===== src/hw/rtl/hrp_pkg.sv =====
// Shared types, codes and helper functions of the HTTP request head parser.
`default_nettype none

package hrp_pkg;

    // Parser phase codes
    localparam logic [2:0] PH_METHOD  = 3'd0;
    localparam logic [2:0] PH_PATH    = 3'd1;
    localparam logic [2:0] PH_QUERY   = 3'd2;
    localparam logic [2:0] PH_VERSION = 3'd3;
    localparam logic [2:0] PH_HEADER  = 3'd4;
    localparam logic [2:0] PH_DONE    = 3'd5;
    localparam logic [2:0] PH_ERROR   = 3'd6;

    // Result kinds
    localparam logic [2:0] K_PATH   = 3'd0;
    localparam logic [2:0] K_QUERY  = 3'd1;
    localparam logic [2:0] K_HNAME  = 3'd2;
    localparam logic [2:0] K_HVALUE = 3'd3;
    localparam logic [2:0] K_HEND   = 3'd4;
    localparam logic [2:0] K_ACCEPT = 3'd5;
    localparam logic [2:0] K_HDONE  = 3'd6;
    localparam logic [2:0] K_ERROR  = 3'd7;

    // Method codes
    localparam logic [2:0] M_GET    = 3'd0;
    localparam logic [2:0] M_POST   = 3'd1;
    localparam logic [2:0] M_HEAD   = 3'd2;
    localparam logic [2:0] M_PUT    = 3'd3;
    localparam logic [2:0] M_DELETE = 3'd4;

    // Characters
    localparam logic [7:0] CHR_CR    = 8'h0D;
    localparam logic [7:0] CHR_LF    = 8'h0A;
    localparam logic [7:0] CHR_SP    = 8'h20;
    localparam logic [7:0] CHR_QMARK = 8'h3F;
    localparam logic [7:0] CHR_COLON = 8'h3A;
    localparam logic [7:0] CHR_ZERO  = 8'h30;
    localparam logic [7:0] CHR_ONE   = 8'h31;

    // Longest method name, and version length
    localparam int unsigned METHOD_MAX_LEN = 6;
    localparam logic [3:0]  VER_LEN        = 4'd8;
    localparam logic [3:0]  VER_PREFIX_LEN = 4'd7;

    // Per-item parse state (method text and length live in the core)
    typedef struct packed {
        logic [2:0] phase;
        logic [3:0] ver_count;
        logic       ver_prefix_ok;
        logic [7:0] ver_last;
        logic       colon_seen;
    } st_t;

    // One result item
    typedef struct packed {
        logic [2:0] kind;
        logic [7:0] data;
        logic [2:0] method_code;
        logic       minor_version;
        logic       last;
    } out_item_t;

    // Outcome of feeding one byte or one line end
    typedef struct packed {
        st_t       st;
        logic      emit;
        out_item_t item;
        logic      append;
    } feed_t;

    // Method match outcome
    typedef struct packed {
        logic       ok;
        logic [2:0] code;
    } match_t;

    // Results of one processed item, toward the output stage
    typedef struct packed {
        logic [1:0] count;
        out_item_t  item0;
        out_item_t  item1;
    } step_res_t;

    // "HTTP/1." one byte at a time
    function automatic logic [7:0] hrp_ver_char(input logic [2:0] idx);
        logic [7:0] c;
        case (idx)
            3'd0:    c = 8'h48;
            3'd1:    c = 8'h54;
            3'd2:    c = 8'h54;
            3'd3:    c = 8'h50;
            3'd4:    c = 8'h2F;
            3'd5:    c = 8'h31;
            3'd6:    c = 8'h2E;
            default: c = 8'h00;
        endcase
        return c;
    endfunction

    // Match the stored method text against the known methods
    function automatic match_t hrp_match(input logic [5:0][7:0] txt, input logic [2:0] len3,
                                         input logic len_small);
        match_t m;
        m.ok   = 1'b0;
        m.code = M_GET;
        if (len_small && len3 == 3'd3 && {txt[0], txt[1], txt[2]} == "GET") begin
            m.ok   = 1'b1;
            m.code = M_GET;
        end
        else if (len_small && len3 == 3'd4 && {txt[0], txt[1], txt[2], txt[3]} == "POST")
        begin
            m.ok   = 1'b1;
            m.code = M_POST;
        end
        else if (len_small && len3 == 3'd4 && {txt[0], txt[1], txt[2], txt[3]} == "HEAD")
        begin
            m.ok   = 1'b1;
            m.code = M_HEAD;
        end
        else if (len_small && len3 == 3'd3 && {txt[0], txt[1], txt[2]} == "PUT") begin
            m.ok   = 1'b1;
            m.code = M_PUT;
        end
        else if (len_small && len3 == 3'd6 &&
                 {txt[0], txt[1], txt[2], txt[3], txt[4], txt[5]} == "DELETE") begin
            m.ok   = 1'b1;
            m.code = M_DELETE;
        end
        return m;
    endfunction

    // Build a result item
    function automatic out_item_t hrp_item(input logic [2:0] kind, input logic [7:0] data);
        out_item_t it;
        it.kind          = kind;
        it.data          = data;
        it.method_code   = 3'd0;
        it.minor_version = 1'b0;
        it.last          = 1'b0;
        return it;
    endfunction

    // Ordinary byte in the current phase
    function automatic feed_t hrp_feed(input st_t s, input logic [7:0] b, input logic m_ok);
        feed_t f;
        f.st     = s;
        f.emit   = 1'b0;
        f.item   = hrp_item(K_PATH, 8'h00);
        f.append = 1'b0;
        case (s.phase)
            PH_METHOD:
            begin
                if (b == CHR_SP) begin
                    if (m_ok) begin
                        f.st.phase = PH_PATH;
                    end
                    else begin
                        f.st.phase = PH_ERROR;
                        f.emit     = 1'b1;
                        f.item     = hrp_item(K_ERROR, 8'h00);
                    end
                end
                else begin
                    f.append = 1'b1;
                end
            end
            PH_PATH:
            begin
                if (b == CHR_SP) begin
                    f.st.phase = PH_VERSION;
                end
                else if (b == CHR_QMARK) begin
                    f.st.phase = PH_QUERY;
                    f.emit     = 1'b1;
                    f.item     = hrp_item(K_QUERY, b);
                end
                else begin
                    f.emit = 1'b1;
                    f.item = hrp_item(K_PATH, b);
                end
            end
            PH_QUERY:
            begin
                if (b == CHR_SP) begin
                    f.st.phase = PH_VERSION;
                end
                else begin
                    f.emit = 1'b1;
                    f.item = hrp_item(K_QUERY, b);
                end
            end
            PH_VERSION:
            begin
                if (s.ver_count < VER_PREFIX_LEN) begin
                    if (b != hrp_ver_char(s.ver_count[2:0])) begin
                        f.st.ver_prefix_ok = 1'b0;
                    end
                end
                else if (s.ver_count == VER_PREFIX_LEN) begin
                    f.st.ver_last = b;
                end
                // count saturates one past the full length
                if (s.ver_count <= VER_LEN) begin
                    f.st.ver_count = s.ver_count + 4'd1;
                end
            end
            PH_HEADER:
            begin
                if (!s.colon_seen) begin
                    if (b == CHR_COLON) begin
                        f.st.colon_seen = 1'b1;
                    end
                    else begin
                        f.emit = 1'b1;
                        f.item = hrp_item(K_HNAME, b);
                    end
                end
                else begin
                    f.emit = 1'b1;
                    f.item = hrp_item(K_HVALUE, b);
                end
            end
            default:
            begin
            end
        endcase
        return f;
    endfunction

    // CR LF seen in the current phase
    function automatic feed_t hrp_line_end(input st_t s, input match_t m);
        feed_t f;
        f.st     = s;
        f.emit   = 1'b0;
        f.item   = hrp_item(K_PATH, 8'h00);
        f.append = 1'b0;
        case (s.phase)
            PH_VERSION:
            begin
                f.emit = 1'b1;
                if (s.ver_count == VER_LEN && s.ver_prefix_ok && m.ok &&
                    (s.ver_last == CHR_ZERO || s.ver_last == CHR_ONE)) begin
                    f.st.phase              = PH_HEADER;
                    f.st.colon_seen         = 1'b0;
                    f.item                  = hrp_item(K_ACCEPT, 8'h00);
                    f.item.method_code      = m.code;
                    f.item.minor_version    = (s.ver_last == CHR_ONE);
                end
                else begin
                    f.st.phase = PH_ERROR;
                    f.item     = hrp_item(K_ERROR, 8'h00);
                end
            end
            PH_HEADER:
            begin
                f.emit = 1'b1;
                if (s.colon_seen) begin
                    f.st.colon_seen = 1'b0;
                    f.item          = hrp_item(K_HEND, 8'h00);
                end
                else begin
                    f.st.phase = PH_DONE;
                    f.item     = hrp_item(K_HDONE, 8'h00);
                end
            end
            PH_METHOD, PH_PATH, PH_QUERY:
            begin
                f.emit     = 1'b1;
                f.st.phase = PH_ERROR;
                f.item     = hrp_item(K_ERROR, 8'h00);
            end
            default:
            begin
            end
        endcase
        return f;
    endfunction

endpackage

`default_nettype wire


===== src/hw/rtl/hrp_core.sv =====
// Parse state and per-byte step logic of the HTTP request head parser.
`default_nettype none

module hrp_core #(
    parameter int unsigned METHOD_BUF_LEN = 6
) (
    input  wire logic              clk,
    input  wire logic              rst_n,
    input  wire logic              proc,
    input  wire logic [7:0]        data_byte,
    output hrp_pkg::step_res_t     res
);

    localparam int unsigned LW = $clog2(METHOD_BUF_LEN + 2);

    hrp_pkg::st_t     st_reg, st_next;
    logic             cr_reg, cr_next;
    logic             cr1;
    logic [LW-1:0]    mlen_reg, mlen_next;
    logic [7:0]       text_reg [METHOD_BUF_LEN];

    logic [5:0][7:0]  text6;
    hrp_pkg::match_t  match0;
    hrp_pkg::feed_t   f1, f2;
    logic             f1_en, f2_en, le_en;
    logic [7:0]       f1_byte;
    logic [LW-1:0]    mlen1;
    logic             wr1, wr2;
    logic             e1, e2;
    hrp_pkg::out_item_t it1, it2;

    // Method match from the stored text
    always_comb
    begin
        for (int i = 0; i < 6; i++) begin
            text6[i] = text_reg[i];
        end
        match0 = hrp_pkg::hrp_match(text6, mlen_reg[2:0],
                                    mlen_reg <= LW'(hrp_pkg::METHOD_MAX_LEN));
    end

    // Select which actions this byte causes
    always_comb
    begin
        f1_en   = 1'b0;
        le_en   = 1'b0;
        f1_byte = data_byte;
        cr1     = cr_reg;
        if (proc) begin
            if (st_reg.phase == hrp_pkg::PH_DONE || st_reg.phase == hrp_pkg::PH_ERROR) begin
                cr1 = 1'b0;
            end
            else if (cr_reg) begin
                cr1 = 1'b0;
                if (data_byte == hrp_pkg::CHR_LF) begin
                    le_en = 1'b1;
                end
                else begin
                    // lone CR is an ordinary byte ahead of this one
                    f1_en   = 1'b1;
                    f1_byte = hrp_pkg::CHR_CR;
                end
            end
            else if (data_byte == hrp_pkg::CHR_CR) begin
                cr1 = 1'b1;
            end
            else begin
                f1_en = 1'b1;
            end
        end
    end

    // First action: a byte or a line end
    always_comb
    begin
        if (le_en) begin
            f1 = hrp_pkg::hrp_line_end(st_reg, match0);
        end
        else begin
            f1 = hrp_pkg::hrp_feed(st_reg, f1_byte, match0.ok);
        end
    end

    // Second action only after a lone CR; a CR in the method text never matches
    always_comb
    begin
        f2 = hrp_pkg::hrp_feed(f1.st, data_byte, match0.ok && !f1.append);
        f2_en   = 1'b0;
        cr_next = cr1;
        if (f1_en && cr_reg && f1.st.phase != hrp_pkg::PH_DONE &&
            f1.st.phase != hrp_pkg::PH_ERROR) begin
            if (data_byte == hrp_pkg::CHR_CR) begin
                cr_next = 1'b1;
            end
            else begin
                f2_en = 1'b1;
            end
        end
    end

    // Next state, method text writes
    always_comb
    begin
        st_next = st_reg;
        if (f2_en) begin
            st_next = f2.st;
        end
        else if (f1_en || le_en) begin
            st_next = f1.st;
        end
        wr1   = f1_en && f1.append;
        wr2   = f2_en && f2.append;
        mlen1 = mlen_reg;
        if (wr1 && mlen_reg <= LW'(METHOD_BUF_LEN)) begin
            mlen1 = mlen_reg + LW'(1);
        end
        mlen_next = mlen1;
        if (wr2 && mlen1 <= LW'(METHOD_BUF_LEN)) begin
            mlen_next = mlen1 + LW'(1);
        end
    end

    // Collect up to two results, last marks the final one
    always_comb
    begin
        e1  = (f1_en || le_en) && f1.emit;
        e2  = f2_en && f2.emit;
        it1 = f1.item;
        it2 = f2.item;
        res.count = {1'b0, e1} + {1'b0, e2};
        if (e1) begin
            res.item0      = it1;
            res.item0.last = !e2;
        end
        else begin
            res.item0      = it2;
            res.item0.last = 1'b1;
        end
        res.item1      = it2;
        res.item1.last = 1'b1;
    end

    // State registers
    always_ff @(posedge clk or negedge rst_n)
    begin
        if (!rst_n) begin
            st_reg.phase         <= hrp_pkg::PH_METHOD;
            st_reg.ver_count     <= 4'd0;
            st_reg.ver_prefix_ok <= 1'b1;
            st_reg.ver_last      <= 8'h00;
            st_reg.colon_seen    <= 1'b0;
            cr_reg               <= 1'b0;
            mlen_reg             <= '0;
        end
        else begin
            st_reg   <= st_next;
            cr_reg   <= cr_next;
            mlen_reg <= mlen_next;
        end
    end

    // Method text, written at the current length
    always_ff @(posedge clk)
    begin
        for (int i = 0; i < METHOD_BUF_LEN; i++) begin
            if (wr1 && mlen_reg == LW'(i)) begin
                text_reg[i] <= f1_byte;
            end
            else if (wr2 && mlen1 == LW'(i)) begin
                text_reg[i] <= data_byte;
            end
        end
    end

    // Error and done are sticky
    a_error_sticky: assert property (@(posedge clk) disable iff (!rst_n)
        (st_reg.phase == hrp_pkg::PH_ERROR) |=> (st_reg.phase == hrp_pkg::PH_ERROR))
        else $error("error phase left");
    a_done_sticky: assert property (@(posedge clk) disable iff (!rst_n)
        (st_reg.phase == hrp_pkg::PH_DONE) |=> (st_reg.phase == hrp_pkg::PH_DONE))
        else $error("done phase left");

endmodule

`default_nettype wire


===== src/hw/rtl/http_request_head_parser.sv =====
// Top level of the HTTP request head parser: stream ports, input and output registers.
//
//  channel | dir | handshake          | payload
//  --------+-----+--------------------+-------------------------------------------
//  s_*     | in  | s_tvalid/s_tready  | tdata: data_byte[7:0]
//  m_*     | out | m_tvalid/m_tready  | tdata: out_byte, method_code, minor_version;
//          |     |                    | tuser: kind; tlast: last
//
// One byte per cycle while the output register can take results: a byte is
// registered, then stepped through the parser and its results loaded into a
// two-entry output register. After a byte that causes two results the next
// byte waits in the input register until the single output port passes one on.
// Reset clears phase and handshake state at once; no clearing pass.
// A stalled output holds its results; the input register keeps one byte.
`default_nettype none

module http_request_head_parser #(
    parameter int unsigned METHOD_BUF_LEN = 6
) (
    input  wire logic        clk,
    input  wire logic        rst_n,
    input  wire logic        s_tvalid,
    output logic             s_tready,
    input  wire logic [7:0]  s_tdata,   // [7:0] data_byte
    output logic             m_tvalid,
    input  wire logic        m_tready,
    output logic [15:0]      m_tdata,   // [7:0] out_byte, [10:8] method_code,
                                        // [11] minor_version, [15:12] zero
    output logic [2:0]       m_tuser,   // [2:0] kind
    output logic             m_tlast
);

    logic                in_valid_reg;
    logic [7:0]          in_byte_reg;
    hrp_pkg::out_item_t  out0_reg, out1_reg;
    logic [1:0]          out_cnt_reg;
    logic                take, can_load, proc;
    hrp_pkg::step_res_t  res;

    // Handshake
    assign take     = m_tvalid && m_tready;
    assign can_load = (out_cnt_reg == 2'd0) || (out_cnt_reg == 2'd1 && m_tready);
    assign proc     = in_valid_reg && can_load;
    assign s_tready = !in_valid_reg || can_load;

    hrp_core #(
        .METHOD_BUF_LEN (METHOD_BUF_LEN)
    ) u_core (
        .clk       (clk),
        .rst_n     (rst_n),
        .proc      (proc),
        .data_byte (in_byte_reg),
        .res       (res)
    );

    // Input register
    always_ff @(posedge clk or negedge rst_n)
    begin
        if (!rst_n) begin
            in_valid_reg <= 1'b0;
        end
        else if (s_tvalid && s_tready) begin
            in_valid_reg <= 1'b1;
        end
        else if (proc) begin
            in_valid_reg <= 1'b0;
        end
    end

    always_ff @(posedge clk)
    begin
        if (s_tvalid && s_tready) begin
            in_byte_reg <= s_tdata;
        end
    end

    // Output register: item0 is shown, item1 waits behind it
    always_ff @(posedge clk or negedge rst_n)
    begin
        if (!rst_n) begin
            out_cnt_reg <= 2'd0;
        end
        else if (proc) begin
            out_cnt_reg <= res.count;
        end
        else if (take) begin
            out_cnt_reg <= out_cnt_reg - 2'd1;
        end
    end

    always_ff @(posedge clk)
    begin
        if (proc) begin
            out0_reg <= res.item0;
            out1_reg <= res.item1;
        end
        else if (take) begin
            out0_reg <= out1_reg;
        end
    end

    // Output ports
    assign m_tvalid = (out_cnt_reg != 2'd0);
    assign m_tdata  = {4'b0000, out0_reg.minor_version, out0_reg.method_code, out0_reg.data};
    assign m_tuser  = out0_reg.kind;
    assign m_tlast  = out0_reg.last;

    a_cnt_range: assert property (@(posedge clk) disable iff (!rst_n)
        out_cnt_reg != 2'd3)
        else $error("output count out of range");
    a_pair_last: assert property (@(posedge clk) disable iff (!rst_n)
        (out_cnt_reg == 2'd2) |-> (!out0_reg.last && out1_reg.last))
        else $error("result pair marked wrong");
    a_in_held: assert property (@(posedge clk) disable iff (!rst_n)
        (in_valid_reg && !can_load) |=> (in_valid_reg && $stable(in_byte_reg)))
        else $error("held input item lost");

endmodule

`default_nettype wire

===== config.mk =====
export PLATFORM = sky130hd
export DESIGN_NAME = http_request_head_parser
export DESIGN_NICKNAME = d
export VERILOG_FILES = /design/src/hw/rtl/hrp_pkg.sv /design/src/hw/rtl/hrp_core.sv /design/src/hw/rtl/http_request_head_parser.sv
export SDC_FILE = /design/constraint.sdc
export NUM_CORES = 1
export LEC_CHECK = 0
export BUFFER_PORTS_ARGS = -buffer_cell sky130_fd_sc_hd__buf_4
export CORE_ASPECT_RATIO = 1.75
export CORE_MARGIN = 10
export CORE_UTILIZATION = 50
export DETAILED_ROUTE_END_ITERATION = 10
export GPL_ROUTABILITY_DRIVEN = 0
export GPL_TIMING_DRIVEN = 0
export PLACE_DENSITY = 0.66
export SYNTH_ARGS = -nofsm -noshare
export SYNTH_HDL_FRONTEND = slang
export SYNTH_HIERARCHICAL = 1
export SYNTH_SLANG_ARGS = --single-unit

===== constraint.sdc =====
create_clock -name clk -period 4.2 [get_ports clk]
set_input_delay 0.21 -clock clk [delete_from_list [all_inputs] [get_ports clk]]
set_output_delay 0.21 -clock clk [all_outputs]
set_load 0.05 [all_outputs]

# Word level (Yosys, flattened, before mapping)

Memories as Yosys holds them, arrays and structs flattened.
Index checks and enable logic that the tools add are counted.

Muxes and demuxes: 150
Order comparisons: 6
Reduce and logical (&&, ||, !) cells: 63
Bitwise operators: 6
Equality and inequality tests: 56
Add/sub/neg operators: 6

Operators with widths:

| kind                                            | count |
|---|---|
| 2-to-1 mux 17 bit                               | 14 |
| 2-to-1 mux 8 bit                                | 23 |
| one-hot mux 17 bit (4 select lines)             | 2 |
| one-hot mux 7 bit (6 select lines)              | 2 |
| 2-to-1 mux 1 bit                                | 67 |
| == test 32 x 31 -> 1 bit, second input constant | 2 |
| == test 8 x 6 -> 1 bit, second input constant   | 8 |
| 2-to-1 mux 3 bit                                | 17 |
| one-hot mux 17 bit (3 select lines)             | 1 |
| == test 24 x 23 -> 1 bit, second input constant | 2 |
| == test 48 x 47 -> 1 bit, second input constant | 1 |
| 2-to-1 mux 16 bit                               | 3 |
| == test 3 bit, second input constant            | 15 |
| logical AND 1 bit                               | 37 |
| == test 3 x 2 -> 1 bit, second input constant   | 12 |
| 2-to-1 mux 35 bit                               | 1 |
| OR reduction 8 bit                              | 4 |
| 2-to-1 mux 15 bit                               | 2 |
| 2-to-1 mux 14 bit                               | 2 |
| 2-to-1 mux 4 bit                                | 7 |
| one-hot mux 3 bit (3 select lines)              | 3 |
| 2-to-1 mux 13 bit                               | 2 |
| == test 3 x 1 -> 1 bit, second input constant   | 6 |
| logical NOT 3 bit                               | 6 |
| other kinds (22)                                | 48 |

Memories: 1
Bits in writable memories: 48
Word-level logic and storage cells: 307
Flip-flop bits (word level): 63
Output and inout bits: 22

Memory list:

| name            | depth | bits a word | read ports | clocked after memory_dff | write ports | RTL line       | RTL |
|---|---|---|---|---|---|---|---|
| u_core.text_reg | 6     | 8           | 6          | 0                        | 2           | hrp_core.sv:20 | `logic [7:0] text_reg [METHOD_BUF_LEN];` |

# Logic depth before layout (Yosys ltp)

Gate-level depths: netlist of run 1.

Word-level depth: 26
Gate-level depth with buffers: 23
Gate-level depth less buffers: 21

# Cells and area by module

Netlist of run 1, hierarchy kept.

Modules (own cells, without submodules):

| module                   | instances | area each (um^2) | cells each | sequential area each (um^2) |
|---|---|---|---|---|
| hrp_core                 | 1         | 5113.7           | 587        | 1968.1 |
| http_request_head_parser | 1         | 1681.6           | 85         | 1276.2 |

# Worst setup path after synthesis of run 1

OpenSTA, ideal clock, no wires.

Kind: register -> register
From: reg out_cnt_reg[0]
To: reg out0_reg, in the netlist m_tlast, data pin
Data required time: 3.940 ns
Stages on the path, launching flop included: 21
Buffers on the path: 3
Slack: -0.227 ns
Clock period less this slack: 4.427 ns
Arrival: 4.167 ns
Cell sequence: dfrtp_1 > inv_1 > ha_1 > a21oi_2 > nand2b_4 > buf_6 > buf_8 > inv_1 > and2_1 > o21a_1 > clkbuf_1 > o21ai_0 > a211o_1 > a31oi_2 > o21ai_0 > a211oi_1 > nor2_1 > a211oi_1 > ha_1 > inv_1 > mux2_2

RTL lines:

| element                  | RTL line                       | RTL |
|---|---|---|
| start: declaration       | http_request_head_parser.sv:36 | `logic [1:0] out_cnt_reg;` |
| start signal: assignment | http_request_head_parser.sv:84 | `out_cnt_reg <= res.count;` |
| start signal: assignment | http_request_head_parser.sv:87 | `out_cnt_reg <= out_cnt_reg - 2'd1;` |
| end signal: assignment   | http_request_head_parser.sv:94 | `out0_reg <= res.item0;` |
| end signal: assignment   | http_request_head_parser.sv:98 | `out0_reg <= out1_reg;` |
| end: declaration         | http_request_head_parser.sv:35 | `hrp_pkg::out_item_t out0_reg, out1_reg;` |

==> summary.md, run 1 <==
| Metric | Value |
|---|---|
| Status | `finished, final reports clean` |
| PortBufs | `29` |
| Netlist cell types | `78` |
| Switching Fraction | `37.25%` |
| CP max FO | `10` |
| Hold Startpoint | `s_tdata[0]` |
| Overall power | `0.003904 W` |
| Worst hold margin | `0.02123 ns` |
| Hold depth | `1` |
| Initial antenna violation count | `0` |
| Yosys warns | `6` |
| Crit-path cells | `ha_1 > a21oi_2 > nand2b_4 > buf_12 > buf_12 > clkinvlp_4 > a21oi_1 > nand4_1 > a21oi_1 > a2bb2oi_1 > o41a_4 > o21ai_1 > a211oi_2 > nor2_1 > a211oi_2 > ha_1 > inv_1 > mux2_2` |
| Post-synth top flop | `edfxtp_1` |
| Number of remaining DRC errors | `0` |
| Fin crit share | `95.74%` |
| Power density over cell area | `488.1 nW/µm²` |
| Vias per cell | `6.128` |
| Mapped Cells | `672` |
| I/O Pins | `34` |
| # diodes | `0` |
| Antenna-violating nets left | `0` |
| Crit path kind | `flip-flop to flip-flop` |
| Mapped Area | `6795 µm²` |
| CTS tree | `yes` |
| Crit end category | `flip-flop` |
| Hold WC Path Type | `input port to flip-flop` |
| DP Area | `7268 µm²` |
| Vias in the first global route | `5601` |
| Worst skew pair latency | `0.36 ns` |
| Max-slew headroom | `27.66%` |
| Clk slew on worst S/H paths | `0.08 ns` |
| Router iterations before antenna repair | `5` |
| Leak Pwr | `3.055 nW` |
| Starting Density | `50.78%` |
| Crit. path cell count | `18` |
| Maximum vdd drop | `0.0002856 V` |
| Root buffer cell | `clkbuf_16` |
| Final setup violation count | `0` |
| Hold endpoint | `in_byte_reg[0]` |
| Flop2flop setup slack | `0.18 ns` |
| Core area | `13380 µm²` |
| Largest register FFs | `48` |
| Clock skew | `0.01176 ns` |
| # clock sinks | `112` |
| Total grt overflow | `0` |
| TritonCTS Buffers | `9` |
| Fmax | `248.7 MHz` |
| Largest net degree at the start of global routing | `25` |
| Tot GR Track Use | `19.35%` |
| Synthesized area per cell | `10.11 µm²` |
| Comb pwr share | `39.1%` |
| Slowest Stage Delay on Critical Path | `0.40 ns` |
| RSZ-0062 raised after global routing | `yes` |
| Total Wirelength | `18.20 mm` |
| Cell with the most instances after synthesis | `edfxtp_1` |
| Synth area leaders | `edfxtp_1 (39%), dfrtp_1 (8.5%), ha_1 (4.4%)` |
| Final hold vios | `0` |
| Die area | `18840 µm²` |
| Register share of total power | `39.3%` |
| Number of flops mapped to enable cells by yosys | `88` |
| Total Nets Final | `774` |
| Measured slew at the worst slew-check pin | `1.082 ns` |
| R2R Path Start | `out_cnt_reg[0]` |
| Finished Cell Area | `7998 µm²` |
| R2r endpoint | `m_tlast` |
| Final Util | `59.76%` |
| Die Span X | `108.1 µm` |
| Worst Path Arrival | `4.13 ns` |
| Ys async rst share | `21.43%` |
| CP startpoint kind | `flip-flop` |
| Slew Viols, Final | `0` |
| # rows | `56` |
| DR iter-0 viols | `571` |
| Area grow syn2layout | `17.69%` |
| Share of the synthesized area in the top cell type | `38.89%` |
| DR vias | `5619` |
| Setup TNS | `0 ns` |
| R2R depth | `18` |
| Routed WL per cell | `19.84 µm` |
| Worst path slowest cell | `dfrtp_1` |
| Top cells by count, synth | `edfxtp_1 (88), nand2_1 (71), nor2_1 (48), o21ai_0 (48), inv_1 (32)` |
| Seq cells post-synth | `112` |
| Maxcap violations | `0` |
| Clock share of power | `21.6%` |
| Buf/Inv on CP | `4` |
| Clk buf depth | `2` |
| Final Critical Period | `4.021 ns` |
| CP required | `4.31 ns` |
| HPWL after detailed placement | `13.13 mm` |
| First-pass GRT wire length | `29.03 mm` |
| Switch Pwr | `0.001454 W` |
| Register area share after synthesis | `47.74%` |
| Internal | `0.002450 W` |
| Layout cells sized above 1 | `21.00%` |
| Area leader, netlist | `edfxtp_1` |
| H-tree levels | `3` |
| Die Y | `174.2 µm` |
| CP delay by family, top | `compound AO/OA/AOI/OAI gates` |
-- cells by family after synthesis --
group	synth area share, %
mux	4.806
xor+xnor	1.418
other cells	0.1657
flops	47.74
simple gates	22.00
fa+ha+maj	4.419
buf+inv	5.082
compound gates	14.36
-- layout by cell type, fill, tap and decap left out, drive strengths merged, types with 4 or more instances in the layout --
cell type | synthesis | final
a211oi | 6 | 6
a21o | 4 | 4
a21oi | 26 | 26
a22o | 6 | 6
a31oi | 7 | 7
and2 | 30 | 30
buf | 12 | 62
clkbuf | 29 | 36
clkinv | 2 | 4
conb | 3 | 9
dfrtp | 23 | 23
edfxtp | 88 | 88
ha | 24 | 24
inv | 33 | 36
mux2 | 24 | 24
nand2 | 71 | 71
nand2b | 5 | 5
nand3 | 20 | 20
nand3b | 4 | 4
nand4 | 17 | 17
nor2 | 48 | 48
nor2b | 9 | 9
nor3 | 13 | 13
nor4 | 11 | 11
nor4b | 10 | 10
nor4bb | 7 | 7
o21ai | 52 | 52
o22ai | 8 | 8
o31ai | 6 | 6
or4 | 4 | 4
xnor2 | 10 | 10
-- worst max path at each step --
stage	start	endpoint	slack [ns]
2_1_floorplan	out_cnt_reg[0]	m_tlast	0.03
3_5_place_dp	out_cnt_reg[0]	m_tlast	-0.95
4_1_cts	out_cnt_reg[0]	u_core/text_reg[4][0]	0.03
6_report	out_cnt_reg[0]	m_tlast	0.18
3_3_place_gp	out_cnt_reg[0]	m_tlast	-0.89
5_1_grt	out_cnt_reg[0]	m_tlast	-0.06
-- power by group through the flow --
stage / clock network, W / registers [W] / logic, W
after CTS: 0.000856 / 0.00153 / 0.00142
final: 0.000842 / 0.00153 / 0.00153
after global placement: 0 / 0.00156 / 0.00135
after detailed placement: 0 / 0.00156 / 0.00137
after global routing: 0.000900 / 0.00155 / 0.00163
after floorplan: 0 / 0.00181 / 0.000719
-- per-stage QoR --
stage	instances	setup WS [ns]
6_report	917	0.1790
5_1_grt	917	-0.06263
3_5_place_dp	881	-0.9469
4_1_cts	903	0.03005
3_3_place_gp	881	-0.8876
2_1_floorplan	678	0.03218
-- layout make-up --
| class | count | area (µm²) |
|---|---|---|
| inverters | 35 | 136.4 |
| fillers | 1137 | 5385 |
| multi-input cells | 490 | 3501 |
| repair inverters | 1 | 5.005 |
| plain buffers | 38 | 216.5 |
| well taps | 174 | 217.7 |
| clock buffers | 10 | 229.0 |
| repair buffers | 51 | 385.4 |
| clock inverters | 6 | 62.56 |
| flip-flops and latches | 112 | 3244 |
-- per-layer routing --
| metal | GRT usage (%) | share of wire [%] | vias up |
|---|---|---|---|
| met2 | 35.05 | 53 | 245 |
| li1 | - | - | 2622 |
| met4 | 8.613 | 4.6 | 0 |
| met5 | 0 | 0 | - |
| met1 | 20.89 | 37 | 2684 |
| met3 | 3.444 | 6.2 | 68 |
-- worst reg2reg max path, stage by stage (launching register included) --
cell and delay, ns:
dfrtp_1 0.40, ha_1 0.22, a21oi_2 0.16, nand2b_4 0.15, buf_12 0.14, buf_12 0.12, clkinvlp_4 0.15, a21oi_1 0.22
nand4_1 0.20, a21oi_1 0.23, a2bb2oi_1 0.23, o41a_4 0.25, o21ai_1 0.16, a211oi_2 0.30, nor2_1 0.11, a211oi_2 0.27
ha_1 0.20, inv_1 0.04, mux2_2 0.25
-- timing repair --
action / 4_1_cts / 5_1_grt
hold buffers: 1 / 0
gates cloned: 1 / 0
resized for setup: 18 / 38
endpoints found under the setup margin: 134 / 101
hold endpoints to repair: 23 / 0
pin swaps: 1 / 14
setup buffers: 6 / 15
(Power assumes the default switching activity.)
==> run 2, diff against run 1 <==
--- a/config.mk
+++ b/config.mk
@@ -6,7 +6,6 @@
 export NUM_CORES = 1
 export LEC_CHECK = 0
 export BUFFER_PORTS_ARGS = -buffer_cell sky130_fd_sc_hd__buf_4
-export CORE_ASPECT_RATIO = 1.75
 export CORE_MARGIN = 10
 export CORE_UTILIZATION = 50
 export DETAILED_ROUTE_END_ITERATION = 10
==> run 2 against run 1 <==
- via count down 0.91%
- sequential power about the same
- worst hold slack better by 0.0083 ns
- maximum frequency down 2.6%
- final cell count down 0.76%
- die area down 0.97%
==> summary.md, run 2 (same netlist as run 1, synthesis figures left out) <==
| Metric | Value |
|---|---|
| Crit. path cell count | `19 (was 18)` |
| Slew Viols, Final | `0 (unchanged)` |
| Most frequent cells in the layout | `edfxtp_1 (88), nand2_1 (70), buf_4 (50) (was edfxtp_1 (88), nand2_1 (68), buf_4 (59))` |
| Maximum vdd drop | `0.0002218 V (was 0.0002856 V)` |
| Status | `finished, final reports clean (unchanged)` |
| M1 GR Usage | `25.66% (was 20.89%)` |
| Core area | `13300 µm² (was 13380 µm²)` |
| Area grow syn2layout | `15.61% (was 17.69%)` |
| Tot GR Track Use | `19.20% (was 19.35%)` |
| Max-slew headroom | `29.72% (was 27.66%)` |
| CP required | `4.41 ns (was 4.31 ns)` |
| Hold WC Path Type | `input port to flip-flop (unchanged)` |
| Crit path kind | `flip-flop to flip-flop (unchanged)` |
| TritonCTS Buffers | `9 (unchanged)` |
| Total Wirelength | `17.96 mm (was 18.20 mm)` |
| Slowest Stage Delay on Critical Path | `0.39 ns (was 0.40 ns)` |
| CP startpoint kind | `flip-flop (unchanged)` |
| Buf/Inv on CP | `4 (unchanged)` |
| Hold depth | `1 (unchanged)` |
| Die Span X | `136.6 µm (was 108.1 µm)` |
| Die Y | `136.6 µm (was 174.2 µm)` |
| Initial antenna violation count | `0 (unchanged)` |
| Fmax | `242.3 MHz (was 248.7 MHz)` |
| Routed WL per cell | `19.74 µm (was 19.84 µm)` |
| Final setup violation count | `0 (unchanged)` |
| Overall power | `0.003778 W (was 0.003904 W)` |
| Worst path slowest cell | `dfrtp_1 (unchanged)` |
| Clock skew | `0.008641 ns (was 0.01176 ns)` |
| Number of remaining DRC errors | `0 (unchanged)` |
| Clk slew on worst S/H paths | `0.08 ns (about the same)` |
| Comb pwr share | `37.9% (was 39.1%)` |
| Largest net degree at the start of global routing | `25 (unchanged)` |
| Root buffer cell | `clkbuf_16 (unchanged)` |
| GR peak layer | `met2 (unchanged)` |
| Total Nets Final | `765 (was 774)` |
| Fillers | `1126 (was 1137)` |
| Die area | `18650 µm² (was 18840 µm²)` |
| Router iterations before antenna repair | `7 (was 5)` |
| Worst Path Arrival | `4.34 ns (was 4.13 ns)` |
| Clk buf depth | `2 (unchanged)` |
| # diodes | `0 (unchanged)` |
| DR vias | `5568 (was 5619)` |
| Cells after DPL | `884 (was 881)` |
| Worst skew pair latency | `0.35 ns (was 0.36 ns)` |
| Final Non-Filler Cells | `910 (was 917)` |
| Crit-path cells | `inv_1 > ha_1 > a21oi_2 > nand2b_4 > buf_6 > buf_8 > clkinvlp_4 > a21oi_1 > nand4_1 > a21oi_1 > a2bb2oi_1 > o41a_4 > o21ai_2 > a211oi_2 > nor2_1 > a211oi_2 > ha_1 > nor3_1 > a311oi_2 (was ha_1 > a21oi_2 > nand2b_4 > buf_12 > buf_12 > clkinvlp_4 > a21oi_1 > nand4_1 > a21oi_1 > a2bb2oi_1 > o41a_4 > o21ai_1 > a211oi_2 > nor2_1 > a211oi_2 > ha_1 > inv_1 > mux2_2)` |
| Crit end category | `flip-flop (unchanged)` |
| Internal | `0.002375 W (was 0.002450 W)` |
| Final Critical Period | `4.127 ns (was 4.021 ns)` |
| HPWL after detailed placement | `12.42 mm (was 13.13 mm)` |
| Met3 Usage GRT | `3.226% (was 3.444%)` |
| R2R depth | `19 (was 18)` |
| Power density over cell area | `480.9 nW/µm² (was 488.1 nW/µm²)` |
| CP delay by family, top | `compound AO/OA/AOI/OAI gates (unchanged)` |
| Register share of total power | `40.6% (was 39.3%)` |
| Switch Pwr | `0.001403 W (was 0.001454 W)` |
| I/O Pins | `34 (unchanged)` |
| Vias per cell | `6.119 (was 6.128)` |
| Layout cells sized above 1 | `19.21% (was 21.00%)` |
| Met2 Usage GRT | `30.41% (was 35.05%)` |
| Largest register FFs | `48 (unchanged)` |
| Finished Cell Area | `7856 µm² (was 7998 µm²)` |
| PortBufs | `29 (unchanged)` |
| Vias in the first global route | `5341 (was 5601)` |
| CTS tree | `yes (unchanged)` |
| DR iter-0 viols | `568 (was 571)` |
| CP max FO | `11 (was 10)` |
| Antenna-violating nets left | `0 (unchanged)` |
| Leak Pwr | `2.992 nW (was 3.055 nW)` |
| Commonest non-fill, non-tap cell in the layout | `edfxtp_1 (unchanged)` |
| Fin crit share | `98.25% (was 95.74%)` |
| Switching Fraction | `37.14% (was 37.25%)` |
| Clock share of power | `21.5% (was 21.6%)` |
| H-tree levels | `3 (unchanged)` |
| Total grt overflow | `0 (unchanged)` |
| # clock sinks | `112 (unchanged)` |
| Measured slew at the worst slew-check pin | `1.052 ns (was 1.082 ns)` |
| Final hold vios | `0 (unchanged)` |
| DP Area | `7278 µm² (was 7268 µm²)` |
| Maxcap violations | `0 (unchanged)` |
| RSZ-0062 raised after global routing | `yes (unchanged)` |
| # rows | `42 (was 56)` |
| Starting Density | `51.11% (was 50.78%)` |
| First-pass GRT wire length | `28.21 mm (was 29.03 mm)` |
[run 2: cell types whose count changed in the layout (fill, tap and decap cells not counted), sizes merged]
cell    delta
clkinv     +3
buf        -9
inv        -3
[run 2: worst register-to-register path, cell delays in order, from the launching register on]
cell	delay, ns
dfrtp_1	0.39
inv_1	0.06
ha_1	0.23
a21oi_2	0.13
nand2b_4	0.14
buf_6	0.16
buf_8	0.18
clkinvlp_4	0.19
a21oi_1	0.23
nand4_1	0.22
a21oi_1	0.22
a2bb2oi_1	0.24
o41a_4	0.26
o21ai_2	0.11
a211oi_2	0.20
nor2_1	0.10
a211oi_2	0.30
ha_1	0.31
nor3_1	0.27
a311oi_2	0.07
[run 2: routing by layer]
| metal | share of wire (%) | up-vias |
|---|---|---|
| met5 | 0 | - |
| met4 | 2.0 | 0 |
| met3 | 7.8 | 30 |
| met2 | 47 | 269 |
| met1 | 44 | 2666 |
| li1 | - | 2603 |
[run 2: stage by stage]
step / setup slack, ns / setup TNS, ns / hold WS [ns] / utilization, %
finish: 0.07332 / 0 / 0.02949 / 59.09
floorplan: 0.03218 / 0 / -0.08559 / -
global placement: -0.9222 / -69.71 / 0.1374 / 54.64
global route: -0.1455 / -0.3402 / 0.01538 / 59.09
detailed placement: -0.9800 / -82.88 / 0.1464 / 54.74
CTS: 0.03027 / 0 / 0.01614 / 57.81
[run 2: final timing paths]
path                                       start           endpoint  slack, ns
worst min-delay path                  s_tdata[3]     in_byte_reg[3]       0.03
worst max-delay path              out_cnt_reg[0]     out_cnt_reg[0]       0.07
worst min register to register  u_core/st_reg[9]   u_core/st_reg[9]       0.46
worst max register to register    out_cnt_reg[0]     out_cnt_reg[0]       0.07
min in group asynchronous                  rst_n  u_core/st_reg[13]       0.31
max in group asynchronous                  rst_n   u_core/st_reg[9]       3.58
[run 2: what timing repair did]
item / 4_1_cts / 5_1_grt
setup buffers: 6 / 5
hold endpoints to repair: 23 / 0
pin swaps: 1 / 2
resized for setup: 21 / 24
hold buffers: 1 / 0
endpoints found under the setup margin: 134 / 84
gates cloned: 1 / 0
[run 2: final cells by class]
class                           instances  area, µm²  share of cell area, %
Multi-Input combinational cell        490       3457                  44.00
Sequential cell                       112       3244                  41.30
Timing Repair Buffer                   42      317.8                  4.045
Clock buffer                           10      229.0                  2.914
Tap cell                              176      220.2                  2.803
Buffer                                 38      202.7                  2.580
Inverter                               35      136.4                  1.736
Clock inverter                          6      43.79                 0.5574
Timing Repair inverter                  1      5.005                0.06370
[run 2: power by group through the flow]
| stage | combinational [W] | sequential (W) | clock (W) |
|---|---|---|---|
| after detailed placement | 0.00135 | 0.00156 | 0 |
| after CTS | 0.00140 | 0.00153 | 0.000828 |
| after global placement | 0.00134 | 0.00155 | 0 |
| final | 0.00143 | 0.00153 | 0.000812 |
| after global routing | 0.00152 | 0.00155 | 0.000868 |
| after floorplan | 0.000719 | 0.00181 | 0 |
==> run 3, diff against run 2 <==
--- a/config.mk
+++ b/config.mk
@@ -5,13 +5,14 @@
 export SDC_FILE = /design/constraint.sdc
 export NUM_CORES = 1
 export LEC_CHECK = 0
+export ABC_AREA = 1
 export BUFFER_PORTS_ARGS = -buffer_cell sky130_fd_sc_hd__buf_4
 export CORE_MARGIN = 10
 export CORE_UTILIZATION = 50
 export DETAILED_ROUTE_END_ITERATION = 10
 export GPL_ROUTABILITY_DRIVEN = 0
 export GPL_TIMING_DRIVEN = 0
-export PLACE_DENSITY = 0.66
+export PLACE_DENSITY = 0.65
 export SYNTH_ARGS = -nofsm -noshare
 export SYNTH_HDL_FRONTEND = slang
 export SYNTH_HIERARCHICAL = 1
==> run 3 against run 2 <==
- die area up 11%
- via count up 23%
- global-route usage increased by 1.3 points
- non-clock buffer count shrank 19
- power is 36% higher
- count of clock-buffer cells in the layout decreased by 1
- critical path depth increased by 8
- synthesized cell count rose by 51%
- register-to-register slack gained 0.20 ns
- worst hold slack got worse by 0.011 ns
- final cell count grew 38%
- critical path type unchanged
- first-iteration DRC count grew 34%
==> summary.md, run 3 <==
| Metric | Value |
|---|---|
| Hold Startpoint | `s_tdata[0] (was s_tdata[3])` |
| Die area | `20790 µm² (was 18650 µm²)` |
| H-tree levels | `3 (unchanged)` |
| Area leader, netlist | `edfxtp_1 (unchanged)` |
| Root buffer cell | `clkbuf_16 (unchanged)` |
| Netlist cell types | `51 (was 78)` |
| Worst path slowest cell | `dfrtp_1 (unchanged)` |
| Buf/Inv on CP | `9 (was 4)` |
| Starting Density | `50.92% (was 51.11%)` |
| CP delay by family, top | `simple AND/OR/NAND/NOR gates (was compound AO/OA/AOI/OAI gates)` |
| Fin crit share | `93.61% (was 98.25%)` |
| Status | `finished, final reports clean (unchanged)` |
| Clk buf depth | `2 (unchanged)` |
| Power density over cell area | `602.9 nW/µm² (was 480.9 nW/µm²)` |
| Cells after DPL | `1241 (was 884)` |
| Final Critical Period | `3.932 ns (was 4.127 ns)` |
| RSZ-0062 raised after global routing | `no (was yes)` |
| Vias per cell | `5.465 (was 6.119)` |
| I/O Pins | `34 (unchanged)` |
| First-pass GRT wire length | `32.89 mm (was 28.21 mm)` |
| Routed WL per cell | `16.58 µm (was 19.74 µm)` |
| R2R depth | `27 (was 19)` |
| TritonCTS Buffers | `9 (unchanged)` |
| Tot GR Track Use | `20.54% (was 19.20%)` |
| Number of remaining DRC errors | `0 (unchanged)` |
| Largest net degree at the start of global routing | `30 (was 25)` |
| DP Area | `8188 µm² (was 7278 µm²)` |
| Die Y | `144.2 µm (was 136.6 µm)` |
| Measured slew at the worst slew-check pin | `0.7962 ns (was 1.052 ns)` |
| Max-slew headroom | `46.79% (was 29.72%)` |
| CP max FO | `29 (was 11)` |
| Register area share after synthesis | `42.07% (was 47.74%)` |
| Finished Cell Area | `8526 µm² (was 7856 µm²)` |
| CP startpoint kind | `flip-flop (unchanged)` |
| Most used cell, CP | `nand3_1` |
| # diodes | `0 (unchanged)` |
| Vias in the first global route | `6272 (was 5341)` |
| DR vias | `6875 (was 5568)` |
| # rows | `45 (was 42)` |
| Synthesized area per cell | `7.576 µm² (was 10.11 µm²)` |
| Mapped Area | `7712 µm² (was 6795 µm²)` |
| R2R Path Start | `out_cnt_reg[0] (unchanged)` |
| Ys async rst share | `21.43% (unchanged)` |
| Commonest non-fill, non-tap cell in the layout | `nand2_1 (was edfxtp_1)` |
| Worst skew pair latency | `0.37 ns (was 0.35 ns)` |
| Maxcap violations | `0 (unchanged)` |
| Most frequent cells in the layout | `nand2_1 (294), nor2_1 (145), inv_1 (111) (was edfxtp_1 (88), nand2_1 (70), buf_4 (50))` |
| Clk slew on worst S/H paths | `0.08 ns (about the same)` |
| Number of flops mapped to enable cells by yosys | `88 (unchanged)` |
| Fillers | `1474 (was 1126)` |
| Final Non-Filler Cells | `1258 (was 910)` |
| Crit path kind | `flip-flop to flip-flop (unchanged)` |
| Slew Viols, Final | `0 (unchanged)` |
| Crit end category | `flip-flop (unchanged)` |
| Maximum vdd drop | `0.0004529 V (was 0.0002218 V)` |
| Hold depth | `1 (unchanged)` |
| Largest register FFs | `48 (unchanged)` |
| Overall power | `0.005140 W (was 0.003778 W)` |
| Final setup violation count | `0 (unchanged)` |
| Worst Path Arrival | `4.19 ns (was 4.34 ns)` |
| Die Span X | `144.2 µm (was 136.6 µm)` |
| R2r endpoint | `out_cnt_reg[0] (unchanged)` |
| Antenna-violating nets left | `0 (unchanged)` |
| Final hold vios | `0 (unchanged)` |
| Post-CTS setup buffers | `0 (was 6)` |
| HPWL after detailed placement | `15.58 mm (was 12.42 mm)` |
| Initial antenna violation count | `0 (unchanged)` |
| Setup TNS | `0 ns (unchanged)` |
| Cell with the most instances after synthesis | `nand2_1 (was edfxtp_1)` |
| Top cells by count, synth | `nand2_1 (294), nor2_1 (145), inv_1 (111) (was edfxtp_1 (88), nand2_1 (71), nor2_1 (48), o21ai_0 (48), inv_1 (32))` |
| Hold WC Path Type | `input port to flip-flop (unchanged)` |
| Total Wirelength | `20.86 mm (was 17.96 mm)` |
| Seq cells post-synth | `112 (unchanged)` |
| Clock skew | `0.01006 ns (was 0.008641 ns)` |
| CP required | `4.46 ns (was 4.41 ns)` |
| Flop2flop setup slack | `0.27 ns (was 0.07 ns)` |
| DR iter-0 viols | `763 (was 568)` |
| Share of the synthesized area in the top cell type | `34.26% (was 38.89%)` |
| Leak Pwr | `3.976 nW (was 2.992 nW)` |
| Router iterations before antenna repair | `6 (was 7)` |
| Post-synth top flop | `edfxtp_1 (unchanged)` |
| Hold endpoint | `in_byte_reg[0] (was in_byte_reg[3])` |
| PortBufs | `29 (unchanged)` |
| # clock sinks | `112 (unchanged)` |
| Fmax | `254.3 MHz (was 242.3 MHz)` |
| Area grow syn2layout | `10.55% (was 15.61%)` |
| Total Nets Final | `1101 (was 765)` |
| CTS tree | `yes (unchanged)` |
| Worst hold margin | `0.01853 ns (was 0.02949 ns)` |
| Mapped Cells | `1018 (was 672)` |
| Yosys warns | `6 (unchanged)` |
| Layout cells sized above 1 | `13.18% (was 19.21%)` |
| Core area | `15150 µm² (was 13300 µm²)` |
| Slowest Stage Delay on Critical Path | `0.42 ns (was 0.39 ns)` |
| Synth area leaders | `edfxtp_1 (34%), nand2_1 (14%), dfrtp_1 (7.5%) (was edfxtp_1 (39%), dfrtp_1 (8.5%), ha_1 (4.4%))` |
| Total grt overflow | `0 (unchanged)` |
## run 3: cell types whose count changed after synthesis, moves of 10 or more
cell      before  now
nand3_1       20   94
nor2_1        48  145
nand2_1       71  294
clkbuf_1      29    8
inv_1         32  111
nand2_2        0   10
inv_2          1   17
xnor2_1       10    0
o21ai_0       48   31
nor4_1        10    0
and2_1        29    1
mux2_2        17    0
## run 3: area by class of cell
cell class                      count  area, µm²  share of cell area, %
Buffer                             31      215.2                  2.524
Clock buffer                        9      225.2                  2.642
Clock inverter                      7      87.58                  1.027
Inverter                          133      511.7                  6.002
Multi-Input combinational cell    748       3779                  44.32
Sequential cell                   112       3244                  38.05
Tap cell                          188      235.2                  2.759
Timing Repair Buffer               30      227.7                  2.671
## run 3: worst max path at each step
stage                        start               endpoint  slack, ns  cells past startpoint
floorplan           out_cnt_reg[0]  u_core/text_reg[3][7]       0.67                     25
global placement    out_cnt_reg[0]  u_core/text_reg[3][7]       0.29                     25
detailed placement  out_cnt_reg[0]  u_core/text_reg[3][7]       0.25                     25
CTS                 out_cnt_reg[0]  u_core/text_reg[3][7]       0.22                     25
global route        out_cnt_reg[0]         out_cnt_reg[0]       0.02                     30
finish              out_cnt_reg[0]         out_cnt_reg[0]       0.27                     27
## run 3: kinds of logic after synthesis
| family | synth area share (%) |
|---|---|
| and+or+nand+nor | 37.20 |
| buffers and inverters | 9.426 |
| DFF | 42.07 |
| AOI/OAI and AO/OA | 6.814 |
| adders and majority gates | 3.894 |
| xor gates and xnor gates | 0.4542 |
| other | 0.1460 |
## run 3: what timing repair did
item,in CTS,in global routing
endpoints found under the setup margin,0,17
hold buffers,1,0
resized for setup,0,3
endpoints found under the hold margin,23,0
## run 3: metrics by stage
step | worst slack (ns) | utilization (%)
4_1_cts | 0.2218 | 56.19
3_3_place_gp | 0.2878 | 54.06
5_1_grt | 0.02497 | 56.29
6_report | 0.2684 | 56.29
2_1_floorplan | 0.6732 | -
3_5_place_dp | 0.2527 | 54.06
## run 3: report_power, final
part | internal (W) | total (W) | switching (W)
sequential | 0.00158 | 0.00171 | 0.000128
clock | 0.000473 | 0.000908 | 0.000434
combinational | 0.000713 | 0.00252 | 0.00181
## run 3: routing by layer
layer / track usage (%) / share of wire (%)
met5: 0 / 0
met1: 27.13 / 44
met3: 3.411 / 6.4
met2: 33.45 / 47
met4: 6.968 / 2.6
